===== src/design/caf_pkg.sv =====
package caf_pkg;

  // field widths
  localparam int unsigned ID_W   = 29;
  localparam int unsigned CMD_W  = 2;
  localparam int unsigned LEN_W  = 4;
  localparam int unsigned BYTE_W = 8;
  localparam int unsigned TBIT_W = 4;
  localparam int unsigned MASK_W = 12;
  localparam int unsigned MS_W   = 16;
  localparam int unsigned CNT_W  = 32;
  localparam int unsigned MODE_W = 2;

  // command codes
  localparam logic [CMD_W-1:0] CMD_FRAME = 2'd0;
  localparam logic [CMD_W-1:0] CMD_TICK  = 2'd1;
  localparam logic [CMD_W-1:0] CMD_LIVE  = 2'd2;

  // protocol modes
  localparam logic [MODE_W-1:0] MODE_RANGE = 2'd0;
  localparam logic [MODE_W-1:0] MODE_TABLE = 2'd1;
  localparam logic [MODE_W-1:0] MODE_DIAG  = 2'd2;

  // register indexes
  localparam int unsigned REG_IDX_W = 3;
  localparam logic [REG_IDX_W-1:0] REG_PROTOCOL_MODE   = 3'd0;
  localparam logic [REG_IDX_W-1:0] REG_RANGE_BASE_ID   = 3'd1;
  localparam logic [REG_IDX_W-1:0] REG_TABLE_BASE_ID   = 3'd2;
  localparam logic [REG_IDX_W-1:0] REG_FRAME_SEL_MASK  = 3'd3;
  localparam logic [REG_IDX_W-1:0] REG_RESPONSE_ID     = 3'd4;
  localparam logic [REG_IDX_W-1:0] REG_LIVE_DURATION   = 3'd5;
  localparam logic [REG_IDX_W-1:0] REG_STALE_LIMIT     = 3'd6;

  // register reset values
  localparam logic [ID_W-1:0]   TABLE_BASE_RST    = 29'd864;
  localparam logic [MASK_W-1:0] FRAME_MASK_RST    = 12'hFFF;
  localparam logic [ID_W-1:0]   RESPONSE_ID_RST   = 29'd2024;
  localparam logic [MS_W-1:0]   LIVE_DURATION_RST = 16'd5000;
  localparam logic [MS_W-1:0]   STALE_LIMIT_RST   = 16'd3000;

  // filter constants
  localparam logic [TBIT_W-1:0] NO_TABLE_BIT = 4'd12;
  localparam logic [ID_W:0]     QUIET_SPAN   = 30'h200;
  localparam logic [ID_W:0]     RANGE_SPAN   = 30'd3;
  localparam logic [BYTE_W-1:0] DIAG_MARK    = 8'h41;
  localparam logic [LEN_W-1:0]  DIAG_MIN_LEN = 4'd4;
  localparam logic [MS_W-1:0]   AGE_MAX      = 16'hFFFF;

  typedef struct packed {
    logic [CMD_W-1:0]  cmd;
    logic [ID_W-1:0]   frame_id;
    logic [LEN_W-1:0]  frame_len;
    logic [BYTE_W-1:0] second_byte;
  } caf_in_t;

  typedef struct packed {
    logic              accepted;
    logic              quiet_reject;
    logic [TBIT_W-1:0] table_bit;
    logic              live_active;
    logic              data_valid;
    logic [CNT_W-1:0]  total_count;
    logic [CNT_W-1:0]  matched_count;
  } caf_out_t;

  typedef struct packed {
    logic [MODE_W-1:0] protocol_mode;
    logic [ID_W-1:0]   range_base_id;
    logic [ID_W-1:0]   table_base_id;
    logic [MASK_W-1:0] frame_select_mask;
    logic [ID_W-1:0]   response_id;
    logic [MS_W-1:0]   live_duration_ms;
    logic [MS_W-1:0]   stale_limit_ms;
  } caf_cfg_t;

  typedef struct packed {
    logic              acc;
    logic              quiet;
    logic [TBIT_W-1:0] tbit;
  } caf_match_t;

  // id offset to table bit, NO_TABLE_BIT when the offset is not listed
  function automatic logic [TBIT_W-1:0] offset_to_bit(input logic [ID_W-1:0] off);
    logic [TBIT_W-1:0] b;
    case (off)
      29'd0:    b = 4'd0;
      29'd1:    b = 4'd1;
      29'd2:    b = 4'd2;
      29'd8:    b = 4'd3;
      29'd9:    b = 4'd4;
      29'd16:   b = 4'd5;
      29'd18:   b = 4'd6;
      29'd19:   b = 4'd7;
      29'd20:   b = 4'd8;
      29'd21:   b = 4'd9;
      29'h80:   b = 4'd10;
      29'h82:   b = 4'd11;
      default:  b = NO_TABLE_BIT;
    endcase
    return b;
  endfunction

endpackage


===== src/design/caf_if.sv =====
interface caf_in_if import caf_pkg::*; ();
  logic    valid;
  logic    ready;
  caf_in_t data;

  modport source (output valid, output data, input ready);
  modport sink   (input valid, input data, output ready);
endinterface

interface caf_out_if import caf_pkg::*; ();
  logic     valid;
  logic     ready;
  caf_out_t data;

  modport source (output valid, output data, input ready);
  modport sink   (input valid, input data, output ready);
endinterface


===== src/design/caf_regs.sv =====
module caf_regs import caf_pkg::*; (
  input  logic        clk,
  input  logic        rst_n,
  input  logic        psel,
  input  logic        penable,
  input  logic        pwrite,
  input  logic [4:0]  paddr,
  input  logic [31:0] pwdata,
  output logic [31:0] prdata,
  output logic        pready,
  output caf_cfg_t    cfg
);

  caf_cfg_t             cfg_r;
  logic                 wr_en;
  logic [REG_IDX_W-1:0] idx;

  assign pready = 1'b1;
  assign wr_en  = psel && penable && pwrite;
  assign idx    = paddr[4:2];
  assign cfg    = cfg_r;

  // register writes on the access phase
  always_ff @(posedge clk) begin
    if (!rst_n) begin
      cfg_r.protocol_mode     <= MODE_RANGE;
      cfg_r.range_base_id     <= '0;
      cfg_r.table_base_id     <= TABLE_BASE_RST;
      cfg_r.frame_select_mask <= FRAME_MASK_RST;
      cfg_r.response_id       <= RESPONSE_ID_RST;
      cfg_r.live_duration_ms  <= LIVE_DURATION_RST;
      cfg_r.stale_limit_ms    <= STALE_LIMIT_RST;
    end else if (wr_en) begin
      case (idx)
        REG_PROTOCOL_MODE:  cfg_r.protocol_mode     <= pwdata[MODE_W-1:0];
        REG_RANGE_BASE_ID:  cfg_r.range_base_id     <= pwdata[ID_W-1:0];
        REG_TABLE_BASE_ID:  cfg_r.table_base_id     <= pwdata[ID_W-1:0];
        REG_FRAME_SEL_MASK: cfg_r.frame_select_mask <= pwdata[MASK_W-1:0];
        REG_RESPONSE_ID:    cfg_r.response_id       <= pwdata[ID_W-1:0];
        REG_LIVE_DURATION:  cfg_r.live_duration_ms  <= pwdata[MS_W-1:0];
        REG_STALE_LIMIT:    cfg_r.stale_limit_ms    <= pwdata[MS_W-1:0];
        default: ;
      endcase
    end
  end

  // read back
  always_comb begin
    case (idx)
      REG_PROTOCOL_MODE:  prdata = 32'(cfg_r.protocol_mode);
      REG_RANGE_BASE_ID:  prdata = 32'(cfg_r.range_base_id);
      REG_TABLE_BASE_ID:  prdata = 32'(cfg_r.table_base_id);
      REG_FRAME_SEL_MASK: prdata = 32'(cfg_r.frame_select_mask);
      REG_RESPONSE_ID:    prdata = 32'(cfg_r.response_id);
      REG_LIVE_DURATION:  prdata = 32'(cfg_r.live_duration_ms);
      REG_STALE_LIMIT:    prdata = 32'(cfg_r.stale_limit_ms);
      default:            prdata = '0;
    endcase
  end

endmodule


===== src/design/caf_match.sv =====
module caf_match import caf_pkg::*; (
  input  caf_cfg_t   cfg,
  input  caf_in_t    item,
  input  logic       live_on,
  output caf_match_t res
);

  logic [ID_W:0]     id_x;
  logic [ID_W:0]     range_top;
  logic [ID_W:0]     quiet_top;
  logic [ID_W-1:0]   off;
  logic [TBIT_W-1:0] tbit;
  logic              hit;
  logic              acc_tab;

  assign id_x      = {1'b0, item.frame_id};
  assign range_top = {1'b0, cfg.range_base_id} + RANGE_SPAN;
  assign quiet_top = {1'b0, cfg.table_base_id} + QUIET_SPAN;
  assign off       = item.frame_id - cfg.table_base_id;
  assign tbit      = offset_to_bit(off);
  assign hit       = (tbit != NO_TABLE_BIT);
  assign acc_tab   = hit && (live_on || cfg.frame_select_mask[tbit]);

  // protocol decision for a received frame
  always_comb begin
    res.acc   = 1'b0;
    res.quiet = 1'b0;
    res.tbit  = NO_TABLE_BIT;
    if (item.cmd == CMD_FRAME) begin
      case (cfg.protocol_mode)
        MODE_RANGE: begin
          res.acc = (item.frame_id >= cfg.range_base_id) && (id_x <= range_top);
        end
        MODE_TABLE: begin
          if (item.frame_id >= cfg.table_base_id) begin
            res.tbit  = tbit;
            res.acc   = acc_tab;
            res.quiet = !acc_tab && (id_x < quiet_top);
          end
        end
        MODE_DIAG: begin
          res.acc = (item.frame_id == cfg.response_id) &&
                    (item.frame_len >= DIAG_MIN_LEN) &&
                    (item.second_byte == DIAG_MARK);
        end
        default: ;
      endcase
    end
  end

endmodule


===== src/design/caf_engine.sv =====
module caf_engine import caf_pkg::*; #(
  parameter int unsigned COUNTER_WIDTH = 32
) (
  input  logic         clk,
  input  logic         rst_n,
  input  caf_cfg_t     cfg,
  caf_in_if.sink       in_chan,
  caf_out_if.source    out_chan
);

  logic                     s1_valid_r;
  caf_in_t                  s1_item_r;
  logic                     out_valid_r;
  caf_out_t                 out_data_r;
  caf_out_t                 out_data_nxt;
  logic                     advance;

  logic [MS_W-1:0]          live_r, live_nxt;
  logic [MS_W-1:0]          age_r, age_nxt;
  logic                     fresh_r, fresh_nxt;
  logic [COUNTER_WIDTH-1:0] seen_r, seen_nxt;
  logic [COUNTER_WIDTH-1:0] taken_r, taken_nxt;
  logic [63:0]              seen_ext, taken_ext;
  caf_match_t               m;

  caf_match u_match (
    .cfg     (cfg),
    .item    (s1_item_r),
    .live_on (live_r != '0),
    .res     (m)
  );

  // stage moves when the result register is free or being emptied
  assign advance        = s1_valid_r && (!out_valid_r || out_chan.ready);
  assign in_chan.ready  = !s1_valid_r || advance;
  assign out_chan.valid = out_valid_r;
  assign out_chan.data  = out_data_r;

  // state update for the item in the stage
  always_comb begin
    live_nxt  = live_r;
    age_nxt   = age_r;
    fresh_nxt = fresh_r;
    seen_nxt  = seen_r;
    taken_nxt = taken_r;
    case (s1_item_r.cmd)
      CMD_FRAME: begin
        seen_nxt = seen_r + COUNTER_WIDTH'(1);
        if (m.acc) begin
          taken_nxt = taken_r + COUNTER_WIDTH'(1);
          age_nxt   = '0;
          fresh_nxt = 1'b1;
        end
      end
      CMD_TICK: begin
        if (live_r != '0) begin
          live_nxt = live_r - MS_W'(1);
        end
        if (age_r != AGE_MAX) begin
          age_nxt = age_r + MS_W'(1);
        end
        fresh_nxt = fresh_r && !(age_nxt > cfg.stale_limit_ms);
      end
      CMD_LIVE: begin
        live_nxt = cfg.live_duration_ms;
      end
      default: ;
    endcase
  end

  // result assembly
  always_comb begin
    seen_ext                   = 64'(seen_nxt);
    taken_ext                  = 64'(taken_nxt);
    out_data_nxt.accepted      = m.acc;
    out_data_nxt.quiet_reject  = m.quiet;
    out_data_nxt.table_bit     = m.tbit;
    out_data_nxt.live_active   = (live_nxt != '0);
    out_data_nxt.data_valid    = fresh_nxt;
    out_data_nxt.total_count   = seen_ext[CNT_W-1:0];
    out_data_nxt.matched_count = taken_ext[CNT_W-1:0];
  end

  // control and state registers
  always_ff @(posedge clk) begin
    if (!rst_n) begin
      s1_valid_r  <= 1'b0;
      out_valid_r <= 1'b0;
      live_r      <= '0;
      age_r       <= '0;
      fresh_r     <= 1'b0;
      seen_r      <= '0;
      taken_r     <= '0;
    end else begin
      if (in_chan.ready) begin
        s1_valid_r <= in_chan.valid;
      end
      if (advance) begin
        out_valid_r <= 1'b1;
        live_r      <= live_nxt;
        age_r       <= age_nxt;
        fresh_r     <= fresh_nxt;
        seen_r      <= seen_nxt;
        taken_r     <= taken_nxt;
      end else if (out_chan.ready) begin
        out_valid_r <= 1'b0;
      end
    end
  end

  // payload registers
  always_ff @(posedge clk) begin
    if (in_chan.ready && in_chan.valid) begin
      s1_item_r <= in_chan.data;
    end
    if (advance) begin
      out_data_r <= out_data_nxt;
    end
  end

endmodule


===== src/design/can_ecu_frame_acceptance_filter_core.sv =====
// channel    | direction | handshake       | payload
// in_chan    | in        | valid / ready   | cmd, frame_id, frame_len, second_byte
// out_chan   | out       | valid / ready   | accepted .. matched_count
// apb        | in        | psel / penable  | paddr, pwdata, prdata, pready
//
// one item per cycle sustained while the result is taken; an input transaction reaches the result
// through the input register, then filter and state update into the result register
// rst_n is synchronous, active low; clears counters, live countdown and data age
// a stalled result holds the stage; the input register still takes an item
// while the stage is empty or moving on
module can_ecu_frame_acceptance_filter_core import caf_pkg::*; #(
  parameter int unsigned COUNTER_WIDTH = 32
) (
  input  logic        clk,
  input  logic        rst_n,
  caf_in_if.sink      in_chan,
  caf_out_if.source   out_chan,
  input  logic        psel,
  input  logic        penable,
  input  logic        pwrite,
  input  logic [4:0]  paddr,
  input  logic [31:0] pwdata,
  output logic [31:0] prdata,
  output logic        pready
);

  caf_cfg_t cfg;

  // configuration registers
  caf_regs u_regs (
    .clk     (clk),
    .rst_n   (rst_n),
    .psel    (psel),
    .penable (penable),
    .pwrite  (pwrite),
    .paddr   (paddr),
    .pwdata  (pwdata),
    .prdata  (prdata),
    .pready  (pready),
    .cfg     (cfg)
  );

  // filter pipeline and state
  caf_engine #(
    .COUNTER_WIDTH (COUNTER_WIDTH)
  ) u_engine (
    .clk      (clk),
    .rst_n    (rst_n),
    .cfg      (cfg),
    .in_chan  (in_chan),
    .out_chan (out_chan)
  );

endmodule


===== src/flat_wrapper.sv =====
// flat-port wrapper written by rule: the top's interface ports become plain ports
module can_ecu_frame_acceptance_filter_core_flat import caf_pkg::*;
#(
  parameter int unsigned COUNTER_WIDTH = 32
)
  (clk, rst_n, psel, penable, pwrite, paddr, pwdata, prdata, pready, in_chan_valid, in_chan_data, in_chan_ready, out_chan_valid, out_chan_data, out_chan_ready);
  caf_in_if in_chan_i ();
  caf_out_if out_chan_i ();
  input  logic clk;
  input  logic rst_n;
  input  logic psel;
  input  logic penable;
  input  logic pwrite;
  input  logic [4:0] paddr;
  input  logic [31:0] pwdata;
  output logic [31:0] prdata;
  output logic pready;
  input wire logic [$bits(in_chan_i.valid)-1:0] in_chan_valid;
  input wire logic [$bits(in_chan_i.data)-1:0] in_chan_data;
  output wire logic [$bits(in_chan_i.ready)-1:0] in_chan_ready;
  output wire logic [$bits(out_chan_i.valid)-1:0] out_chan_valid;
  output wire logic [$bits(out_chan_i.data)-1:0] out_chan_data;
  input wire logic [$bits(out_chan_i.ready)-1:0] out_chan_ready;
  assign in_chan_i.valid = in_chan_valid;
  assign in_chan_i.data = in_chan_data;
  assign in_chan_ready = in_chan_i.ready;
  assign out_chan_valid = out_chan_i.valid;
  assign out_chan_data = out_chan_i.data;
  assign out_chan_i.ready = out_chan_ready;
  can_ecu_frame_acceptance_filter_core #(.COUNTER_WIDTH(COUNTER_WIDTH)) u_core (.clk(clk), .rst_n(rst_n), .in_chan(in_chan_i), .out_chan(out_chan_i), .psel(psel), .penable(penable), .pwrite(pwrite), .paddr(paddr), .pwdata(pwdata), .prdata(prdata), .pready(pready));
endmodule

===== config.mk =====
export PLATFORM = sky130hd
export DESIGN_NAME = can_ecu_frame_acceptance_filter_core_flat
export DESIGN_NICKNAME = d
export VERILOG_FILES = /design/src/design/caf_pkg.sv /design/src/design/caf_if.sv /design/src/design/caf_regs.sv /design/src/design/caf_match.sv /design/src/design/caf_engine.sv /design/src/design/can_ecu_frame_acceptance_filter_core.sv /design/src/flat_wrapper.sv
export SDC_FILE = /design/constraint.sdc
export NUM_CORES = 1
export LEC_CHECK = 0
export ABC_AREA = 1
export BUFFER_PORTS_ARGS = -buffer_cell sky130_fd_sc_hd__clkbuf_2
export CELL_PAD_IN_SITES_DETAIL_PLACEMENT = 0
export CELL_PAD_IN_SITES_GLOBAL_PLACEMENT = 1
export CORE_MARGIN = 1.5
export CORE_UTILIZATION = 30
export CTS_CLUSTER_SIZE = 40
export DETAILED_ROUTE_END_ITERATION = 10
export PLACE_DENSITY = 0.59
export SYNTH_ARGS = -nofsm -noshare
export SYNTH_HDL_FRONTEND = slang
export SYNTH_SLANG_ARGS = --single-unit

===== constraint.sdc =====
create_clock -name clk -period 13.25 [get_ports clk]
set_input_delay 1.325 -clock clk [delete_from_list [all_inputs] [get_ports clk]]
set_output_delay 1.325 -clock clk [all_outputs]
set_load 0.03 [all_outputs]

==> impl_metrics.csv, run 1 <==
group,metric,value,unit
timing,rsz0062_at_grt,"false",
power_and_ir_drop,power-per-cell-area,111.2,nW/um2
synth,synth_async_sr_flop_share,0,%
cells_and_area,layout.filler_cells,7920,
clock_tree,post_cts_resize_count,0,
grt,first_pass_grt_wire_length,119.4,mm
routing,drt-wirelength-per-cell,18.93,um
die,die_y,275.8,um
routing,final_antenna_net_count,0,
routing,drc_errors,0,
synth,ys_top_cells_by_area,"dfxtp_1 (21%), edfxtp_1 (15%), nand2_1 (10%)",
synth,seq_area_frac_synth,36.00,%
clock_tree,cts_setup_buffers,0,
critical_path,worstPathMaxFanout,35,
hold_path,min-delay-path-class,"reg2reg",
placed_design,portBuffers,182,
die,die_width,275.8,um
cells_and_area,layoutNonFillerInstCount,4183,
clock_tree,cts_inserted_buffers,45,
cells_and_area,post_route_cells_drive_above_1_share,12.28,%
placed_design,dpl.hpwl,59.86,mm
critical_path,worst_setup_path_start_kind,"flop",
clock_tree,htreeDepth,2,
timing,slew_violations,0,
routing,routed-via-count,20808,
critical_path,crit_arrival,6.74,ns
routing,route.final.wire_length,79.17,mm
die,core-area,73330,um2
clock_tree,cts_tree,"done",
synth,netlist_instances,3041,
power_and_ir_drop,ir_worst_vdd,0.08475,mV
clock_tree,cts.path.max_buffers,3,
die,num_rows,99,
synth,synth_edf_count,113,
critical_path,critPathSlowestCell,"a31oi_1",
grt,first_global_vias,19683,
synth,syn-cell-area,22330,um2
critical_path,cp_num_buf_inv,2,
clock_tree,root_buffer,"clkbuf_16",
synth,post_synth.cell_area_avg,7.342,um2
critical_path,critical-path-max-stage-delay,0.66,ns
status,outcome,"finished clean",
placed_design,post-place-cells,4101,
synth,yosys_most_used_dff,"dfxtp_1",
clock_tree,clkLatencyLatePin,0.60,ns
synth,yosysUniqueCellTypes,60,
grt,grtUsageTotal,20.55,%
synth,yosys.area.top_type,"dfxtp_1",
grt,antenna_found_initial,1,
timing,worst_slew_pin_slew,1.046,ns
job,timing.max_cap.violations,0,
routing,detail_route.iter0.violations,1528,
timing,finClkSkew,0.03317,ns
critical_path,timing.critical_path.to_type,"flop",
power_and_ir_drop,leak,11.35,nW
grt,grt_start_max_net_pins,99,
critical_path,worstSetupPathType,"reg2reg",
routing,first_pass_drt_iterations,6,
timing,final_period_minus_worst_setup_slack,6.258,ns
power_and_ir_drop,p_total,2.840,mW
cells_and_area,final_net_count,3410,
timing,fmax,159.8,MHz
grt,gr-total-overflow,0,
clock_tree,tritoncts_num_sinks,345,
placed_design,finalWeightedCongestion,0.9049,
die,fp.dieArea,76070,um2
synth,synth-warning-count,0,
timing,timing_hold_violations_final,0,
die,ioPinCount,194,
cells_and_area,antenna_diodes,0,
critical_path,cp_top_family,"simple AND/OR/NAND/NOR gates",
routing,detail_route.vias_per_cell,4.974,
synth,synth.top_cell.area_share,20.80,%
timing,final_setup_violation_count,0,
synth,synth.ff_latch_count,345,
timing,fin_crit_sh,47.23,%
critical_path,worst-endpoint-required,13.73,ns
clock_tree,clock_pin_slew_on_the_worst_setup_and_hold_paths,0.06,ns
cells_and_area,flow.area_growth_from_synthesis,14.37,%
clock_tree,cts_hold_repair.buffers,0,
die,initial_core_util,30.45,%
timing,max_slew_margin,30.25,%
timing,fin_tns_setup,0,ns
## placed cells by master, fill, tap and decap left out, types with 10 or more instances in the layout
cell type,netlist,routed
a21oi_1,229,229
a221oi_1,15,15
buf_4,8,19
clkbuf_1,78,10
clkbuf_16,0,46
clkbuf_2,0,181
clkinv_2,0,13
dfxtp_1,232,232
edfxtp_1,113,113
ha_1,133,132
inv_1,431,429
nand2_1,618,617
nand2_4,30,30
nand3_1,155,155
nand3_2,38,38
nand4_1,73,73
nor2_1,278,278
nor2_2,13,13
nor3_1,70,69
nor4_1,20,20
o211ai_1,15,15
o21ai_0,218,218
o221ai_1,25,25
xnor2_1,25,25
xor2_1,99,99
## cells by family (layout without fill, tap and decap cells)
family	count (synthesis)	count (layout)	share of synthesized area (%)
flops	345	345	36.00
buf+inv	544	725	9.751
xor+xnor	124	124	4.864
other cells	2	4	0.03364
compound gates	555	555	13.77
fa+ha+maj	134	134	7.543
simple gates	1337	1337	28.03
## synthesized netlist by cell type (15+ instances only)
master and n:
o21ai_0 218, nor3_1 70, xor2_1 99, nor2_1 278
nand3_2 38, nand4_1 73, nand2_1 618, edfxtp_1 113
a221oi_1 15, nor4_1 20, nand2_4 30, nand3_1 155
o211ai_1 15, ha_1 133, inv_1 431, o221ai_1 25
dfxtp_1 232, a21oi_1 229, xnor2_1 25, clkbuf_1 78
## stage by stage
step	hold slack, ns	utilization (%)	instance area, um2	worst slack (ns)
finish	0.5025	34.82	25530	6.992
global route	0.5177	34.82	25530	6.441
CTS	0.4973	34.82	25530	6.829
detailed placement	0.4859	32.84	24080	6.878
global placement	0.4738	32.84	24080	6.956
floorplan	0.4501	-	22330	8.681
## registers in the layout, indices dropped and copies added (netlist names)
| name | cells |
|---|---|
| u_core.u_engine.age_r | 16 |
| u_core.u_engine.fresh_r | 1 |
| u_core.u_engine.live_r | 16 |
| u_core.u_engine.out_chan.data | 72 |
| u_core.u_engine.out_chan.valid | 1 |
| u_core.u_engine.s1_item_r | 41 |
| u_core.u_engine.s1_valid_r | 1 |
| u_core.u_engine.seen_r | 32 |
| u_core.u_engine.taken_r | 32 |
| u_core.u_regs.cfg | 133 |
## worst reg2reg max path, cell delays in order, from the launching register on
cell	delay, ns
dfxtp_1	0.40
inv_1	0.10
ha_1	0.24
nor3_1	0.32
nand3_1	0.17
nor3_1	0.31
nand3_1	0.23
nor2_1	0.22
nand4_1	0.16
nor2_1	0.22
nand4_1	0.19
nor3_1	0.39
nand2_1	0.15
nor2_1	0.15
xor2_1	0.17
ha_1	0.26
nand3_1	0.13
nor3_1	0.08
nand4_1	0.08
nand3_1	0.08
a31oi_1	0.66
nand2_4	0.50
nand2_8	0.57
nand2_1	0.14
o21ai_0	0.17
inv_1	0.05
## final timing paths
kind / from / endpoint / slack (ns) / depth (start not counted)
setup reg to reg: u_core.u_regs.cfg[102] / u_core.u_engine.fresh_r / 6.99 / 25
hold reg to reg: u_core.u_engine.age_r[1] / u_core.u_engine.age_r[1] / 0.50 / 2
hold / removal: u_core.u_engine.age_r[1] / u_core.u_engine.age_r[1] / 0.50 / 2
setup / recovery: u_core.u_regs.cfg[102] / u_core.u_engine.fresh_r / 6.99 / 25
## final cells by class
class	count	area, um2	area share (%)
Multi-Input combinational cell	2154	12130	47.50
Tap cell	959	1200	4.699
Sequential cell	345	8038	31.48
Timing Repair Buffer	200	1049	4.106
Clock buffer	58	1216	4.763
Clock inverter	24	235.2	0.9212
Inverter	443	1668	6.532
## power breakdown
group	total, mW	switching [mW]	leakage, nW	internal [mW]
Clock	1.23	0.514	0.718	0.712
Combinational	0.423	0.293	7.66	0.129
Sequential	1.19	0.0498	2.97	1.14
## metal layers
metal	part of all wire [%]	routed length [um]	track usage, %
met1	50	39440	30.46
met3	5.5	4354	2.662
met5	0.016	13	0
met4	2.0	1573	5.006
met2	43	33790	31.30
Power figures use the tool's default switching activity.
==> run 2, diff against run 1 <==
==> constraint.sdc (replaced) <==
create_clock -name clk -period 6.2 [get_ports clk]
set_input_delay 0.62 -clock clk [delete_from_list [all_inputs] [get_ports clk]]
set_output_delay 0.62 -clock clk [all_outputs]
set_load 0.03 [all_outputs]
==> run 2 against run 1 <==
Compared with the run above:
- fmax increased by 19%
- final area increased by 0.40%
- highest routed layer unchanged
- largest cell class unchanged
- non-clock buffer count rose by 2
==> impl_metrics.csv, run 2 (synthesized netlist as in run 1, its figures left out) <==
group,metric,value,unit
cells_and_area,largest_register_ff_count,133,
grt,antenna_found_initial,1,
cells_and_area,final_net_count,3412,
routing,first_pass_drt_iterations,5,
grt,first_pass_grt_wire_length,120.3,mm
cells_and_area,layout_common_cells,"nand2_1 (617), inv_1 (429), nor2_1 (278)",
die,core-area,73330,um2
clock_tree,cts_setup_buffers,0,
routing,route.final.wire_length,79.54,mm
critical_path,critPathSlowestCell,"a31oi_2",
die,num_rows,99,
clock_tree,cts_inserted_buffers,45,
timing,final_critical_path_setup_slack,0.9506,ns
placed_design,finalWeightedCongestion,0.9017,
timing,fin_tns_setup,0,ns
timing,timing_hold_violations_final,0,
critical_path,worst_setup_path_start_kind,"flop",
clock_tree,clock_pin_slew_on_the_worst_setup_and_hold_paths,0.06,ns
timing,slew_violations,0,
clock_tree,tritoncts_num_sinks,345,
grt,first_global_vias,19821,
critical_path,reg2reg_setup_slack,0.95,ns
timing,final_period_minus_worst_setup_slack,5.249,ns
grt,grtUsageTotal,20.74,%
timing,finClkSkew,0.04109,ns
die,die_y,275.8,um
critical_path,crit_arrival,5.75,ns
clock_tree,cts_hold_repair.buffers,0,
routing,final_antenna_net_count,0,
critical_path,regToRegStartpoint,"u_core.u_regs.cfg[102]",
critical_path,rr_worst_depth,25,
timing,fin_crit_sh,84.67,%
routing,detail_route.vias_per_cell,4.987,
placed_design,dpl.hpwl,60.10,mm
timing,rsz0062_at_grt,"false",
hold_path,worst_hold_startpoint,"in_chan_data[41]",
grt,gr-total-overflow,0,
power_and_ir_drop,p_total,6.143,mW
routing,routed-via-count,20880,
critical_path,worst-endpoint-required,6.70,ns
routing,drt-wirelength-per-cell,19.00,um
status,outcome,"finished clean",
clock_tree,cts_tree,"done",
timing,max_slew_margin,36.16,%
critical_path,critical-path-max-stage-delay,0.42,ns
hold_path,holdPathStages,1,
power_and_ir_drop,power-per-cell-area,239.6,nW/um2
routing,drc_errors,0,
placed_design,post-place-cells,4103,
power_and_ir_drop,ir_worst_vdd,0.2234,mV
clock_tree,cts.path.max_buffers,3,
placed_design,dpl_cell_area,24100,um2
timing,hold_slack,0.1900,ns
job,timing.max_cap.violations,0,
hold_path,whs_endpoint,"u_core.u_engine.s1_item_r[41]",
clock_tree,clkLatencyLatePin,0.61,ns
die,ioPinCount,194,
die,fp.dieArea,76070,um2
cells_and_area,stdcell_area,25640,um2
cells_and_area,post_route_cells_drive_above_1_share,12.39,%
grt,grt_start_max_net_pins,98,
critical_path,timing.critical_path.to_type,"flop",
timing,final_setup_violation_count,0,
die,die_width,275.8,um
placed_design,dp_slack,0.6229,ns
timing,worst_slew_pin_slew,0.9541,ns
clock_tree,htreeDepth,2,
routing,detail_route.iter0.violations,1669,
clock_tree,post_cts_resize_count,0,
clock_tree,root_buffer,"clkbuf_16",
critical_path,worstSetupPathType,"reg2reg",
critical_path,critical_path_stages,25,
critical_path,cp_num_buf_inv,2,
cells_and_area,utilization,34.96,%
hold_path,min-delay-path-class,"in2reg",
cells_and_area,flow.area_growth_from_synthesis,14.83,%
cells_and_area,final_common_cell,"nand2_1",
placed_design,portBuffers,182,
power_and_ir_drop,leak,11.38,nW
critical_path,cp_top_family,"simple AND/OR/NAND/NOR gates",
cells_and_area,antenna_diodes,0,
critical_path,worstPathMaxFanout,32,
die,initial_core_util,30.45,%
timing,fmax,190.5,MHz
critical_path,critical_path.reg2reg.endpoint,"u_core.u_engine.fresh_r",
cells_and_area,layoutNonFillerInstCount,4187,
## run 2: worst register-to-register path, cell delays in order, from the launching register on
cell	delay [ns]
dfxtp_1	0.40
inv_1	0.11
ha_1	0.24
nor3_1	0.32
nand3_1	0.17
nor3_1	0.29
nand3_1	0.21
nor2_1	0.20
nand4_1	0.14
nor2_1	0.20
nand4_1	0.18
nor3_1	0.32
nand2_1	0.14
nor2_1	0.14
xor2_1	0.16
ha_1	0.25
nand3_1	0.11
nor3_1	0.07
nand4_1	0.08
nand3_1	0.09
a31oi_2	0.42
nand2_4	0.13
nand2_8	0.40
nand2_1	0.14
o21ai_0	0.19
inv_1	0.06
## run 2: report_power, final
group          internal [mW]  switching (mW)  total [mW]
Clock                   1.58            1.11        2.69
Combinational          0.278           0.627       0.905
Sequential              2.44           0.109        2.55
## run 2: final cells by class
class	instances	area, um2
clock buffer	67	1324
clock inverter	17	209.0
fill	7884	47690
inverter	443	1668
multi-input combinational	2154	12140
sequential	345	8038
tap	959	1200
timing repair buffer	202	1064
## run 2: worst max-delay path by stage
stage                                 from  slack (ns)                           endpoint
floorplan           u_core.u_regs.cfg[102]        2.02  u_core.u_engine.out_chan.data[71]
global placement    u_core.u_regs.cfg[102]        0.74            u_core.u_engine.fresh_r
detailed placement  u_core.u_regs.cfg[102]        0.62            u_core.u_engine.fresh_r
CTS                 u_core.u_regs.cfg[102]        0.67            u_core.u_engine.fresh_r
global route        u_core.u_regs.cfg[102]        0.26            u_core.u_engine.fresh_r
finish              u_core.u_regs.cfg[102]        0.95            u_core.u_engine.fresh_r
## run 2: layer usage
metal | up-vias | track usage [%] | wire (um)
met5 | - | 0 | 12
met4 | 2 | 5.220 | 1872
met3 | 98 | 3.384 | 4929
met2 | 585 | 31.80 | 34420
met1 | 9792 | 30.07 | 38300
li1 | 10403 | - | -
